===== src/rtl/a2i_pkg.sv =====
// a2i_pkg: shared types, character constants and the character classifier
// for the ASCII to int64 parser. No dependencies.

package a2i_pkg;

   // Field widths
   localparam int CHAR_WIDTH  = 8;
   localparam int RADIX_WIDTH = 6;
   localparam int VALUE_WIDTH = 64;
   localparam int INDEX_WIDTH = 16;

   // Request queue between front and back
   localparam int QUEUE_DEPTH = 2;

   // Character codes
   localparam logic [CHAR_WIDTH-1:0] CHAR_SPACE  = 8'h20;
   localparam logic [CHAR_WIDTH-1:0] CHAR_MINUS  = 8'h2D;
   localparam logic [CHAR_WIDTH-1:0] CHAR_PLUS   = 8'h2B;
   localparam logic [CHAR_WIDTH-1:0] CHAR_ZERO   = 8'h30;
   localparam logic [CHAR_WIDTH-1:0] CHAR_NINE   = 8'h39;
   localparam logic [CHAR_WIDTH-1:0] CHAR_LOW_X  = 8'h78;
   localparam logic [CHAR_WIDTH-1:0] CHAR_UP_X   = 8'h58;
   localparam logic [CHAR_WIDTH-1:0] CHAR_LOW_A  = 8'h61;
   localparam logic [CHAR_WIDTH-1:0] CHAR_LOW_Z  = 8'h7A;
   localparam logic [CHAR_WIDTH-1:0] CHAR_UP_A   = 8'h41;
   localparam logic [CHAR_WIDTH-1:0] CHAR_UP_Z   = 8'h5A;
   localparam logic [CHAR_WIDTH-1:0] LOW_LETTER_BIAS = 8'h57;  // 'a' - 10
   localparam logic [CHAR_WIDTH-1:0] UP_LETTER_BIAS  = 8'h37;  // 'A' - 10

   // Fixed radices picked by the prefix logic
   localparam logic [RADIX_WIDTH-1:0] RADIX_AUTO = 6'd0;
   localparam logic [RADIX_WIDTH-1:0] RADIX_OCT  = 6'd8;
   localparam logic [RADIX_WIDTH-1:0] RADIX_DEC  = 6'd10;
   localparam logic [RADIX_WIDTH-1:0] RADIX_HEX  = 6'd16;

   // One classified request as it sits in the queue
   typedef struct packed {
      logic                   start;
      logic                   digit_ok;
      logic [RADIX_WIDTH-1:0] digit_val;
      logic                   is_space;
      logic                   is_minus;
      logic                   is_plus;
      logic                   is_x;
   } char_class_type;

   // Decode one character into its class bits
   function automatic char_class_type classify(input logic [CHAR_WIDTH-1:0] c,
                                               input logic start);
      char_class_type         cls;
      logic [CHAR_WIDTH-1:0]  dv;
      cls.start    = start;
      cls.is_space = (c == CHAR_SPACE);
      cls.is_minus = (c == CHAR_MINUS);
      cls.is_plus  = (c == CHAR_PLUS);
      cls.is_x     = (c == CHAR_LOW_X) || (c == CHAR_UP_X);
      dv           = '0;
      cls.digit_ok = 1'b1;
      if (c >= CHAR_ZERO && c <= CHAR_NINE) begin
         dv = c - CHAR_ZERO;
      end else if (c >= CHAR_LOW_A && c <= CHAR_LOW_Z) begin
         dv = c - LOW_LETTER_BIAS;
      end else if (c >= CHAR_UP_A && c <= CHAR_UP_Z) begin
         dv = c - UP_LETTER_BIAS;
      end else begin
         cls.digit_ok = 1'b0;
      end
      cls.digit_val = dv[RADIX_WIDTH-1:0];
      return cls;
   endfunction

endpackage


===== src/rtl/a2i_front.sv =====
// a2i_front: accepts characters, classifies them and holds them in a short
// request queue for the parse engine. Depends on a2i_pkg.

module a2i_front (
   input  logic                                 clock,
   input  logic                                 reset,
   input  logic                                 req_valid,
   output logic                                 req_stall,
   input  logic [a2i_pkg::CHAR_WIDTH-1:0]       req_char_byte,
   input  logic                                 req_string_start,
   output logic                                 q_valid,
   output a2i_pkg::char_class_type              q_entry,
   input  logic                                 q_pop
);

   localparam int PTR_W = (a2i_pkg::QUEUE_DEPTH > 1) ? $clog2(a2i_pkg::QUEUE_DEPTH) : 1;
   localparam int CNT_W = $clog2(a2i_pkg::QUEUE_DEPTH + 1);
   localparam logic [CNT_W-1:0] DEPTH_CNT = CNT_W'(a2i_pkg::QUEUE_DEPTH);

   a2i_pkg::char_class_type q_mem_ff [a2i_pkg::QUEUE_DEPTH];
   logic [PTR_W-1:0] wr_ptr_ff, wr_ptr_in;
   logic [PTR_W-1:0] rd_ptr_ff, rd_ptr_in;
   logic [CNT_W-1:0] count_ff, count_in;
   logic             push;
   logic             pop;

   // Queue full stalls the sender; no path from the back's stall
   assign req_stall = (count_ff == DEPTH_CNT);
   assign push      = req_valid && !req_stall;
   assign q_valid   = (count_ff != '0);
   assign pop       = q_pop && q_valid;
   assign q_entry   = q_mem_ff[rd_ptr_ff];

   // Pointer and fill count update
   always_comb begin
      wr_ptr_in = wr_ptr_ff;
      rd_ptr_in = rd_ptr_ff;
      count_in  = count_ff;
      if (push) begin
         wr_ptr_in = (wr_ptr_ff == PTR_W'(a2i_pkg::QUEUE_DEPTH - 1)) ? '0
                                                                   : wr_ptr_ff + 1'b1;
      end
      if (pop) begin
         rd_ptr_in = (rd_ptr_ff == PTR_W'(a2i_pkg::QUEUE_DEPTH - 1)) ? '0
                                                                   : rd_ptr_ff + 1'b1;
      end
      if (push && !pop) begin
         count_in = count_ff + 1'b1;
      end else if (pop && !push) begin
         count_in = count_ff - 1'b1;
      end
   end

   always_ff @(posedge clock) begin
      if (reset) begin
         wr_ptr_ff <= '0;
         rd_ptr_ff <= '0;
         count_ff  <= '0;
      end else begin
         wr_ptr_ff <= wr_ptr_in;
         rd_ptr_ff <= rd_ptr_in;
         count_ff  <= count_in;
      end
   end

   // Queue storage, classified on the way in
   always_ff @(posedge clock) begin
      if (push) begin
         q_mem_ff[wr_ptr_ff] <= a2i_pkg::classify(req_char_byte, req_string_start);
      end
   end

`ifndef SYNTHESIS
   a_count_bound: assert property (@(posedge clock) disable iff (reset)
      count_ff <= DEPTH_CNT)
      else $error("request queue count over depth");

   a_no_pop_empty: assert property (@(posedge clock) disable iff (reset)
      (count_ff == '0) |=> ($past(count_in) == count_ff))
      else $error("request queue count update lost");

   a_full_holds: assert property (@(posedge clock) disable iff (reset)
      (req_stall && !q_pop) |=> (req_stall && $stable(rd_ptr_ff)))
      else $error("full queue drained without a pop");
`endif

endmodule


===== src/rtl/a2i_back.sv =====
// a2i_back: parse engine. Runs the sign / prefix / digit state machine on
// classified requests, accumulates the value and holds the result register.
// Depends on a2i_pkg.

module a2i_back #(
   parameter int POSITION_WIDTH = 16
) (
   input  logic                                    clock,
   input  logic                                    reset,
   input  logic [a2i_pkg::RADIX_WIDTH-1:0]         radix_select,
   input  logic                                    q_valid,
   input  a2i_pkg::char_class_type                 q_entry,
   output logic                                    q_pop,
   output logic                                    rsp_valid,
   input  logic                                    rsp_stall,
   output logic signed [a2i_pkg::VALUE_WIDTH-1:0]  rsp_parsed_value,
   output logic [a2i_pkg::INDEX_WIDTH-1:0]         rsp_end_index,
   output logic                                    rsp_digits_found
);

   localparam int EXT_W = (POSITION_WIDTH > a2i_pkg::INDEX_WIDTH) ? POSITION_WIDTH
                                                                  : a2i_pkg::INDEX_WIDTH;
   localparam logic [POSITION_WIDTH-1:0] POS_MAX = '1;

   // Parse phases
   localparam logic [2:0] PH_IDLE   = 3'd0;
   localparam logic [2:0] PH_LEAD   = 3'd1;
   localparam logic [2:0] PH_SIGNED = 3'd2;
   localparam logic [2:0] PH_ZERO   = 3'd3;
   localparam logic [2:0] PH_DIGITS = 3'd4;

   logic [2:0]                        phase_ff, phase_in;
   logic                              minus_ff, minus_in;
   logic [a2i_pkg::RADIX_WIDTH-1:0]   radix_ff, radix_in;
   logic [a2i_pkg::VALUE_WIDTH-1:0]   acc_ff, acc_in;
   logic [POSITION_WIDTH-1:0]         pos_ff, pos_in;
   logic                              any_ff, any_in;

   logic                              rsp_valid_ff;
   logic [a2i_pkg::VALUE_WIDTH-1:0]   rsp_value_ff, rsp_value_in;
   logic [a2i_pkg::INDEX_WIDTH-1:0]   rsp_index_ff, rsp_index_in;
   logic                              rsp_digits_ff;

   // Working copies after the start / position step
   logic [2:0]                        ph_b;
   logic                              minus_b;
   logic [a2i_pkg::RADIX_WIDTH-1:0]   radix_b;
   logic [a2i_pkg::VALUE_WIDTH-1:0]   acc_b;
   logic [POSITION_WIDTH-1:0]         pos_b;
   logic                              any_b;

   logic                              first;
   logic                              take;
   logic                              emit;
   logic [a2i_pkg::RADIX_WIDTH-1:0]   r;
   logic [a2i_pkg::VALUE_WIDTH-1:0]   a;
   logic [EXT_W-1:0]                  pos_ext;

   // Take the next request whenever the result register is free or draining
   assign q_pop = q_valid && (!rsp_valid_ff || !rsp_stall);

   always_comb begin
      // start of string resets the parse, otherwise count the position
      ph_b    = phase_ff;
      minus_b = minus_ff;
      radix_b = radix_ff;
      acc_b   = acc_ff;
      pos_b   = pos_ff;
      any_b   = any_ff;
      if (q_entry.start) begin
         ph_b    = PH_LEAD;
         minus_b = 1'b0;
         radix_b = radix_select;
         acc_b   = '0;
         pos_b   = '0;
         any_b   = 1'b0;
      end else if (phase_ff != PH_IDLE && pos_ff != POS_MAX) begin
         pos_b = pos_ff + 1'b1;
      end

      phase_in = ph_b;
      minus_in = minus_b;
      radix_in = radix_b;
      acc_in   = acc_b;
      pos_in   = pos_b;
      any_in   = any_b;
      first    = 1'b0;
      take     = 1'b0;
      emit     = 1'b0;
      r        = radix_b;
      a        = acc_b;

      // phase step
      unique case (ph_b)
         PH_LEAD: begin
            priority if (q_entry.is_space) begin
               phase_in = PH_LEAD;
            end else if (q_entry.is_minus) begin
               minus_in = 1'b1;
               phase_in = PH_SIGNED;
            end else if (q_entry.is_plus) begin
               phase_in = PH_SIGNED;
            end else begin
               first = 1'b1;
            end
         end
         PH_SIGNED: begin
            first = 1'b1;
         end
         PH_ZERO: begin
            phase_in = PH_DIGITS;
            if (q_entry.is_x) begin
               radix_in = a2i_pkg::RADIX_HEX;
            end else begin
               any_in = 1'b1;
               a      = '0;
               if (r == a2i_pkg::RADIX_AUTO) begin
                  r = a2i_pkg::RADIX_OCT;
               end
               take = 1'b1;
            end
         end
         PH_DIGITS: begin
            take = 1'b1;
         end
         default: begin
            phase_in = PH_IDLE;
         end
      endcase

      // first character after spaces and sign: prefix detection
      if (first) begin
         if ((r == a2i_pkg::RADIX_AUTO || r == a2i_pkg::RADIX_HEX) && q_entry.digit_ok &&
             q_entry.digit_val == '0) begin
            phase_in = PH_ZERO;
         end else begin
            if (r == a2i_pkg::RADIX_AUTO) begin
               r = a2i_pkg::RADIX_DEC;
            end
            phase_in = PH_DIGITS;
            take     = 1'b1;
         end
      end

      // digit accumulate or terminate
      if (take) begin
         radix_in = r;
         if (q_entry.digit_ok && q_entry.digit_val < r) begin
            acc_in = a2i_pkg::VALUE_WIDTH'(a * a2i_pkg::VALUE_WIDTH'(r)) +
                     a2i_pkg::VALUE_WIDTH'(q_entry.digit_val);
            any_in = 1'b1;
         end else begin
            acc_in   = a;
            emit     = 1'b1;
            phase_in = PH_IDLE;
         end
      end

      // idle characters that do not start a string change nothing
      if (!q_entry.start && phase_ff == PH_IDLE) begin
         phase_in = phase_ff;
         minus_in = minus_ff;
         radix_in = radix_ff;
         acc_in   = acc_ff;
         pos_in   = pos_ff;
         any_in   = any_ff;
         emit     = 1'b0;
      end
   end

   // Result fields
   assign pos_ext      = EXT_W'(pos_b);
   assign rsp_value_in = minus_b ? (a2i_pkg::VALUE_WIDTH'(0) - a) : a;
   assign rsp_index_in = any_in ? pos_ext[a2i_pkg::INDEX_WIDTH-1:0] : '0;

   // Parse state
   always_ff @(posedge clock) begin
      if (reset) begin
         phase_ff <= PH_IDLE;
         minus_ff <= 1'b0;
         radix_ff <= '0;
         acc_ff   <= '0;
         pos_ff   <= '0;
         any_ff   <= 1'b0;
      end else if (q_pop) begin
         phase_ff <= phase_in;
         minus_ff <= minus_in;
         radix_ff <= radix_in;
         acc_ff   <= acc_in;
         pos_ff   <= pos_in;
         any_ff   <= any_in;
      end
   end

   // Result register
   always_ff @(posedge clock) begin
      if (reset) begin
         rsp_valid_ff <= 1'b0;
      end else if (q_pop) begin
         rsp_valid_ff <= emit;
      end else if (!rsp_stall) begin
         rsp_valid_ff <= 1'b0;
      end
   end

   always_ff @(posedge clock) begin
      if (q_pop && emit) begin
         rsp_value_ff  <= rsp_value_in;
         rsp_index_ff  <= rsp_index_in;
         rsp_digits_ff <= any_in;
      end
   end

   assign rsp_valid        = rsp_valid_ff;
   assign rsp_parsed_value = rsp_value_ff;
   assign rsp_end_index    = rsp_index_ff;
   assign rsp_digits_found = rsp_digits_ff;

`ifndef SYNTHESIS
   a_emit_shows: assert property (@(posedge clock) disable iff (reset)
      (q_pop && emit) |=> rsp_valid_ff)
      else $error("terminated parse did not raise a response");

   a_no_digit_zero: assert property (@(posedge clock) disable iff (reset)
      (rsp_valid_ff && !rsp_digits_ff) |-> (rsp_index_ff == '0 && rsp_value_ff == '0))
      else $error("digitless response carries value or index");

   a_acc_needs_digit: assert property (@(posedge clock) disable iff (reset)
      !any_ff |-> (acc_ff == '0))
      else $error("accumulator nonzero before any digit");

   a_zero_phase_clean: assert property (@(posedge clock) disable iff (reset)
      (phase_ff == PH_ZERO) |-> (!any_ff && acc_ff == '0))
      else $error("leading zero phase with digits taken");
`endif

endmodule


===== src/rtl/ascii_to_int64_parser.sv =====
// ascii_to_int64_parser: top level of the streaming strtol-style parser.
// Depends on a2i_pkg, a2i_front and a2i_back.
//
// Usage:
//   Request channel (req_valid / req_stall) carries one character per
//   request with req_string_start marking the first character of a string.
//   Response channel (rsp_valid / rsp_stall) carries one result per parsed
//   string, produced on its terminating character: value, end index and a
//   digits-found flag. Strings that never terminate give no response.
//   csr_wr_en / csr_wr_data write the base (0 = detect from prefix); it is
//   latched at each string start, so write it only while the block is idle.
// Throughput: one character per cycle while rsp_stall does not hold the
//   result register, set by the single multiply-add of the accumulator by
//   the base in the parse engine.
// Path: the request queue, then the result register holds the response.
// Stalls: rsp_stall holds the result register; the 2-entry request queue
//   then fills and req_stall rises. req_stall depends only on the queue fill.
// Reset: synchronous, active high; clears the queue, the parse state, the
//   base register (to 0) and the response valid. No clearing pass.

module ascii_to_int64_parser #(
   parameter int POSITION_WIDTH = 16
) (
   input  logic                                    clock,
   input  logic                                    reset,
   input  logic                                    req_valid,
   output logic                                    req_stall,
   input  logic [a2i_pkg::CHAR_WIDTH-1:0]          req_char_byte,
   input  logic                                    req_string_start,
   output logic                                    rsp_valid,
   input  logic                                    rsp_stall,
   output logic signed [a2i_pkg::VALUE_WIDTH-1:0]  rsp_parsed_value,
   output logic [a2i_pkg::INDEX_WIDTH-1:0]         rsp_end_index,
   output logic                                    rsp_digits_found,
   input  logic                                    csr_wr_en,
   input  logic [a2i_pkg::RADIX_WIDTH-1:0]         csr_wr_data
);

   logic [a2i_pkg::RADIX_WIDTH-1:0] radix_select_ff;
   logic                            q_valid;
   logic                            q_pop;
   a2i_pkg::char_class_type         q_entry;

   // Base register
   always_ff @(posedge clock) begin
      if (reset) begin
         radix_select_ff <= '0;
      end else if (csr_wr_en) begin
         radix_select_ff <= csr_wr_data;
      end
   end

   a2i_front u_front (
      .clock            (clock),
      .reset            (reset),
      .req_valid        (req_valid),
      .req_stall        (req_stall),
      .req_char_byte    (req_char_byte),
      .req_string_start (req_string_start),
      .q_valid          (q_valid),
      .q_entry          (q_entry),
      .q_pop            (q_pop)
   );

   a2i_back #(
      .POSITION_WIDTH (POSITION_WIDTH)
   ) u_back (
      .clock            (clock),
      .reset            (reset),
      .radix_select     (radix_select_ff),
      .q_valid          (q_valid),
      .q_entry          (q_entry),
      .q_pop            (q_pop),
      .rsp_valid        (rsp_valid),
      .rsp_stall        (rsp_stall),
      .rsp_parsed_value (rsp_parsed_value),
      .rsp_end_index    (rsp_end_index),
      .rsp_digits_found (rsp_digits_found)
   );

endmodule


===== config.mk =====
export PLATFORM = sky130hd
export DESIGN_NAME = ascii_to_int64_parser
export DESIGN_NICKNAME = d
export VERILOG_FILES = /design/src/rtl/a2i_pkg.sv /design/src/rtl/a2i_front.sv /design/src/rtl/a2i_back.sv /design/src/rtl/ascii_to_int64_parser.sv
export SDC_FILE = /design/constraint.sdc
export NUM_CORES = 1
export LEC_CHECK = 0
export BUFFER_PORTS_ARGS = -buffer_cell sky130_fd_sc_hd__buf_2
export CELL_PAD_IN_SITES_DETAIL_PLACEMENT = 0
export CELL_PAD_IN_SITES_GLOBAL_PLACEMENT = 2
export CORE_AREA = 2 2 267 242
export DETAILED_ROUTE_END_ITERATION = 8
export DIE_AREA = 0 0 269 244
export GPL_TIMING_DRIVEN = 0
export PLACE_DENSITY = 0.81
export SETUP_SLACK_MARGIN = 0.3
export SLEW_MARGIN = 20
export SYNTH_ARGS = -nofsm -noshare
export SYNTH_HDL_FRONTEND = slang
export SYNTH_SLANG_ARGS = --single-unit

===== constraint.sdc =====
create_clock -name clock -period 6.45 [get_ports clock]
set_input_delay 1.29 -clock clock [delete_from_list [all_inputs] [get_ports clock]]
set_output_delay 1.29 -clock clock [all_outputs]
set_load 0.05 [all_outputs]

* After elaboration in Yosys (flattened, before gate mapping) *
Memory sizes are Yosys's and may differ from the RTL's. A register that Yosys moved wholly into a read port is not among the register bits.
Cells that the tools add are included.

storage, ports and cells
  register bits = 183
  bits in writable memories = 24
  input bits = 20
  output and inout bits = 83
  logic and storage cells = 145
  memories = 1

memories
  name              words  width  read ports  clocked after Yosys merged registers in  wr ports  RTL line         text
  u_front.q_mem_ff  2      12     1           1                                        1         a2i_front.sv:20  a2i_pkg::char_class_type q_mem_ff [a2i_pkg::QUEUE_DEPTH];

cells by class
  add/subtract/negate cells = 10
  multiply operators = 1
  magnitude comparators = 7
  equality and inequality tests = 13
  multiplexer cells = 66
  bitwise gates (word level) = 1
  reductions and logical operators = 32

operator list
  operator                                                                             count
  64-bit 2-to-1 mux                                                                    6
  6-bit 2-to-1 mux                                                                     14
  64-bit by 6-bit adder with 64-bit output                                             1
  64-bit by 6-bit multiplier with 64-bit output                                        1
  1-bit by 64-bit subtractor with 64-bit output, first input constant                  1
  16-bit 2-to-1 mux                                                                    2
  1-bit 2-to-1 mux                                                                     31
  8-bit by 6-bit == test with 1-bit output, second input constant                      3
  3-bit 2-to-1 mux                                                                     8
  6-bit logical NOT                                                                    3
  16-bit by 1-bit adder with 16-bit output, second input constant                      1
  8-bit by 7-bit == test with 1-bit output, second input constant                      2
  8-bit by 7-bit greater-or-equal comparator with 1-bit output, second input constant  2
  8-bit by 7-bit <= comparator with 1-bit output, second input constant                2
  16-bit != test, second input constant                                                1
  1-bit logical AND                                                                    14
  6-bit subtractor, second input constant                                              2
  3-bit case mux with 3 select lines                                                   1
  8-bit by 6-bit greater-or-equal comparator with 1-bit output, second input constant  1
  8-bit by 6-bit <= comparator with 1-bit output, second input constant                1
  3-bit by 2-bit == test with 1-bit output, second input constant                      2
  6-bit by 5-bit == test with 1-bit output, second input constant                      1
  1-bit logical NOT                                                                    6
  6-bit < comparator                                                                   1
  17 further kinds                                                                     23

* Depth between registers and ports, before layout *
  word-level depth = 17
  mapped depth = 29
  depth with buffers taken out = 25

* By module *
A second synthesis with hierarchy kept.

second synthesis, totals
  cells, all modules = 2494
  area total of the unflattened synthesis = 22205.0 µm²

modules (own cells, without submodules)
  module                 instances  cells each  area each (µm²)
  a2i_back               1          2347        20429.6
  a2i_front              1          128         1561.5
  ascii_to_int64_parser  1          19          214.0

* Worst setup path after synthesis *
OpenSTA, ideal clock, no wires.

  path type = register to register
  from = register with a tool-made name
  to = register u_back.acc_ff[62] in the netlist's numbering
  arrival time = 6.719 ns
  path slack = -0.331 ns
  stages on the path, launching flop included = 30
  buffers on the path = 4
  clock period less this slack = 6.781 ns
  path through = dfxtp_1 -> buf_4 -> mux2_4 -> buf_6 -> mux2_4 -> a211oi_4 -> nor3_2 -> a211oi_2 -> buf_2 -> clkbuf_1 -> nor2_1 -> fa_1 -> inv_1 -> fa_1 -> inv_1 -> fa_1 -> inv_1 -> fa_1 -> inv_1 -> ha_1 -> a21o_1 -> a31o_2 -> o211ai_1 -> a311o_1 -> a211oi_1 -> o211ai_1 -> a211oi_1 -> o22ai_1 -> a2111o_1 -> nand3_1

RTL lines
  item                  RTL line         text
  to (signal assigned)  a2i_back.sv:189  acc_ff <= acc_in;
  to (decl)             a2i_back.sv:35   logic [a2i_pkg::VALUE_WIDTH-1:0] acc_ff, acc_in;

==> impl_results.md <==
- Sequential area share after synthesis: between 20% and 30%
- Clk_lat worst skew: 0.60 ns
- Logic pwr share: between 40% and 50%
- Failing checks: negative setup slack
- Fin. max-slew vios: 0
- Max-slew headroom: slightly below 30%
- Routed via count: between 20k and 25k
- Die footprint: ~0.066 mm²
- Max FO, Critical Path: 5
- Pleak: roughly 12 nW
- Clk_skew: roughly 0.027 ns
- Reg power frac: between 20% and 30%
- Power Dens Cells: 203 mW/mm²
- Setup violators final: 46
- Port bufs: 100
- WP data required: roughly 7 ns
- CTS clk-pin slew, worst paths: 0.06 ns
- CP arrival: slightly below 8 ns
- Share of layout cells above drive strength 1: between 15 and 20%
- # DRC: 0
- Outcome: complete, but fails checks
- Seq cells post-synth: around 210
- First DRT Iteration DRCs: a little under 2k
- Peak VDD IR: around 0.19 mV
- First-pass GRT wire length: 125000 µm
- Syn avg cell area: roughly 8.8 µm²
- Fin nets: roughly 3.2k
- Unrepaired setup endpoints after global routing: yes
- Core area: about 0.063 mm²
- Max stage delay on crit path: about 0.53 ns
- Slew @ Worst Pin: 1.04 ns
- CP endpoint kind: register
- Synth Net Count: ~2.9k
- GP Congestion: roughly 0.89
- Fill cell count: 6063
- Area Growth Syn to Fin: 21.1%
- Cell taking the most area after synthesis: fa_1
- Peak Freq: ~140 MHz
- Post-synth cell types: 86
- DR WL/cell: between 20 and 25 µm
- Most frequent cells in the layout: nor2_1, fa_1, nand2_1, and2_1, ha_1
- Starting Density: 35.8%
- Initial antenna violation count: 2
- Ys flop type: edfxtp_1
- WP buf/inv: 12
- Pin count of the biggest net entering global routing: 30
- Async set or reset register ratio after synthesis: 0%
- Period Utilization, post-route: 111%
- Final core utilization: around 43%
- Syn. warnings: 0
- Vias per cell: between 5 and 6
- TritonCTS buffer count: 28
- CTS Sinks: between 200 and 250
- Die Wd: 269 µm
- Root buf cell: clkbuf_16
- Most common cell after layout, fill and taps aside: nor2_1
- Reg2reg path depth: 33
- Antenna viol nets, final: 0
- Internal power: approximately 3.2 mW
- Critical path depth: 33
- Pre-CTS WS: -2.24 ns
- Post-layout min period: 7.19 ns
- Fin Setup TNS: -17.09 ns
- Drt total wl: approximately 83000 µm
- Final Hold Viols: 0
- Tot GR Track Use: approximately a quarter
- Largest cells by area after synthesis: fa_1, edfxtp_1, dfxtp_1
- HPWL after DPL: 62600 µm
- Die Y: approximately 240 µm
- Grt total ovfl: 0
- Hold crit path type: register to register
- Delay-heaviest family, CP: compound AO/OA/AOI/OAI gates
- Setup slack after layout: -0.741 ns
- Row count: 87
- Number of global-route vias before repair: ~20k
- Switching Share: between 40 and 50%
- CTS tree: built
- Maximum clock path buffer count: 3
- Hold path cells: 2
- Top Ports: 103
- Net Sw Power: 2.35 mW
- Mapped Cells: ~2.5k
- TritonRoute pass-1 iters: 6
- Area of the mapped netlist: about 0.022 mm²
- Worst path slowest cell: fa_1
- Clock power share: a little under a third
- Crit path launch type: register
- Setup Crit Path Kind: register to register
- # Max-Cap Violations: 0
- # H-tree levels: 1
- Post-synth EDFFs: 105
- Share of the synthesized area in the top cell type: a little over a fifth
==> worst reg2reg max path, delay by kind of cell, from the launching register on <==
| kind | cells | cell delay, ns |
|---|---|---|
| DFF | 1 | 0.31 |
| AOI/OAI and AO/OA | 11 | 2.34 |
| and+or+nand+nor | 3 | 0.16 |
| muxes | 2 | 0.63 |
| adders and majority gates | 5 | 2.30 |
| buffers and inverters | 12 | 1.40 |
==> worst paths after layout <==
path | start | endpoint | slack [ns]
setup / recovery | register | u_back.acc_ff[62] | -0.74
hold reg to reg | u_front.rd_ptr_ff | u_front.rd_ptr_ff | 0.51
hold / removal | u_front.rd_ptr_ff | u_front.rd_ptr_ff | 0.51
setup reg to reg | register | u_back.acc_ff[62] | -0.74
==> synthesized netlist by cell type (all sizes together), types with 65 or more instances <==
cell	number
a21oi	143
and2	177
and3	65
clkbuf	152
dfxtp	103
edfxtp	105
fa	240
ha	146
inv	94
nand2	218
nor2	313
nor3	69
o21ai	156
==> registers in the layout, indices dropped and copies added (netlist names), named ones only <==
signal / count
radix_select_ff: 6
u_back.minus_ff: 1
u_back.rsp_digits_found: 1
u_front.rd_ptr_ff: 1
u_front.wr_ptr_ff: 1
u_back.rsp_valid: 1
u_back.rsp_parsed_value: 64
u_back.acc_ff: 64
u_front.q_mem_ff: 24
u_back.pos_ff: 16
u_back.any_ff: 1
u_front.count_ff: 2
u_back.phase_ff: 3
u_back.radix_ff: 6
u_back.rsp_end_index: 16
==> cell families after synthesis <==
family                   after synthesis  synth area share, %
AND/OR/NAND/NOR                     1012                 22.1
AO/OA/AOI/OAI                        524                 14.7
adder cells (fa/ha/maj)              386                 29.6
buffers and inverters                276                 4.93
flip-flops                           208                 23.3
XOR/XNOR                             106                 4.17
multiplexers                          26                 1.32
==> layout make-up <==
class / instances / area (µm²) / area share [%]
inverters: 94 / 353 / 1.30
clock buffers: 34 / 774 / 2.85
plain buffers: 181 / 970 / 3.57
clock inverters: 18 / 196 / 0.723
repair buffers: 191 / 1400 / 5.16
diodes: 2 / 5.00 / 0.0184
well taps: 845 / 1060 / 3.89
multi-input cells: 2054 / 17200 / 63.3
flip-flops and latches: 208 / 5220 / 19.2
==> power groups by stage <==
stage	Combinational (mW)	Sequential, mW	Clock [mW]
CTS	2.18	1.60	1.70
finish	2.24	1.60	1.68
global route	2.34	1.62	1.74
detailed placement	1.91	1.63	0
floorplan	0.990	1.80	0
global placement	1.86	1.63	0
==> routing by layer <==
| metal | share of wire (%) | global-route usage, % |
|---|---|---|
| met4 | 3.0 | 6.70 |
| met3 | 7.4 | 3.84 |
| met1 | 46 | 37.3 |
| met2 | 44 | 37.6 |
| met5 | 0 | 0 |
==> stage by stage <==
stage          cells  total power [mW]  hold slack, ns  area (µm²)
3_5_place_dp    3486              3.53           0.477       24100
2_1_floorplan   2538              2.79           0.457       22500
5_1_grt         3626              5.70           0.543       27200
4_1_cts         3609              5.48           0.509       26800
6_report        3627              5.52           0.506       27200
3_3_place_gp    3483              3.49           0.473       24100
==> what timing repair did <==
action,4_1_cts,5_1_grt
buffers inserted,71,16
resized for setup,261,60
setup endpoints to repair,59,56
hold buffers,0,0
pin swaps,109,64
gates cloned,1,0
No activity file was read; power rests on OpenSTA's default activity.
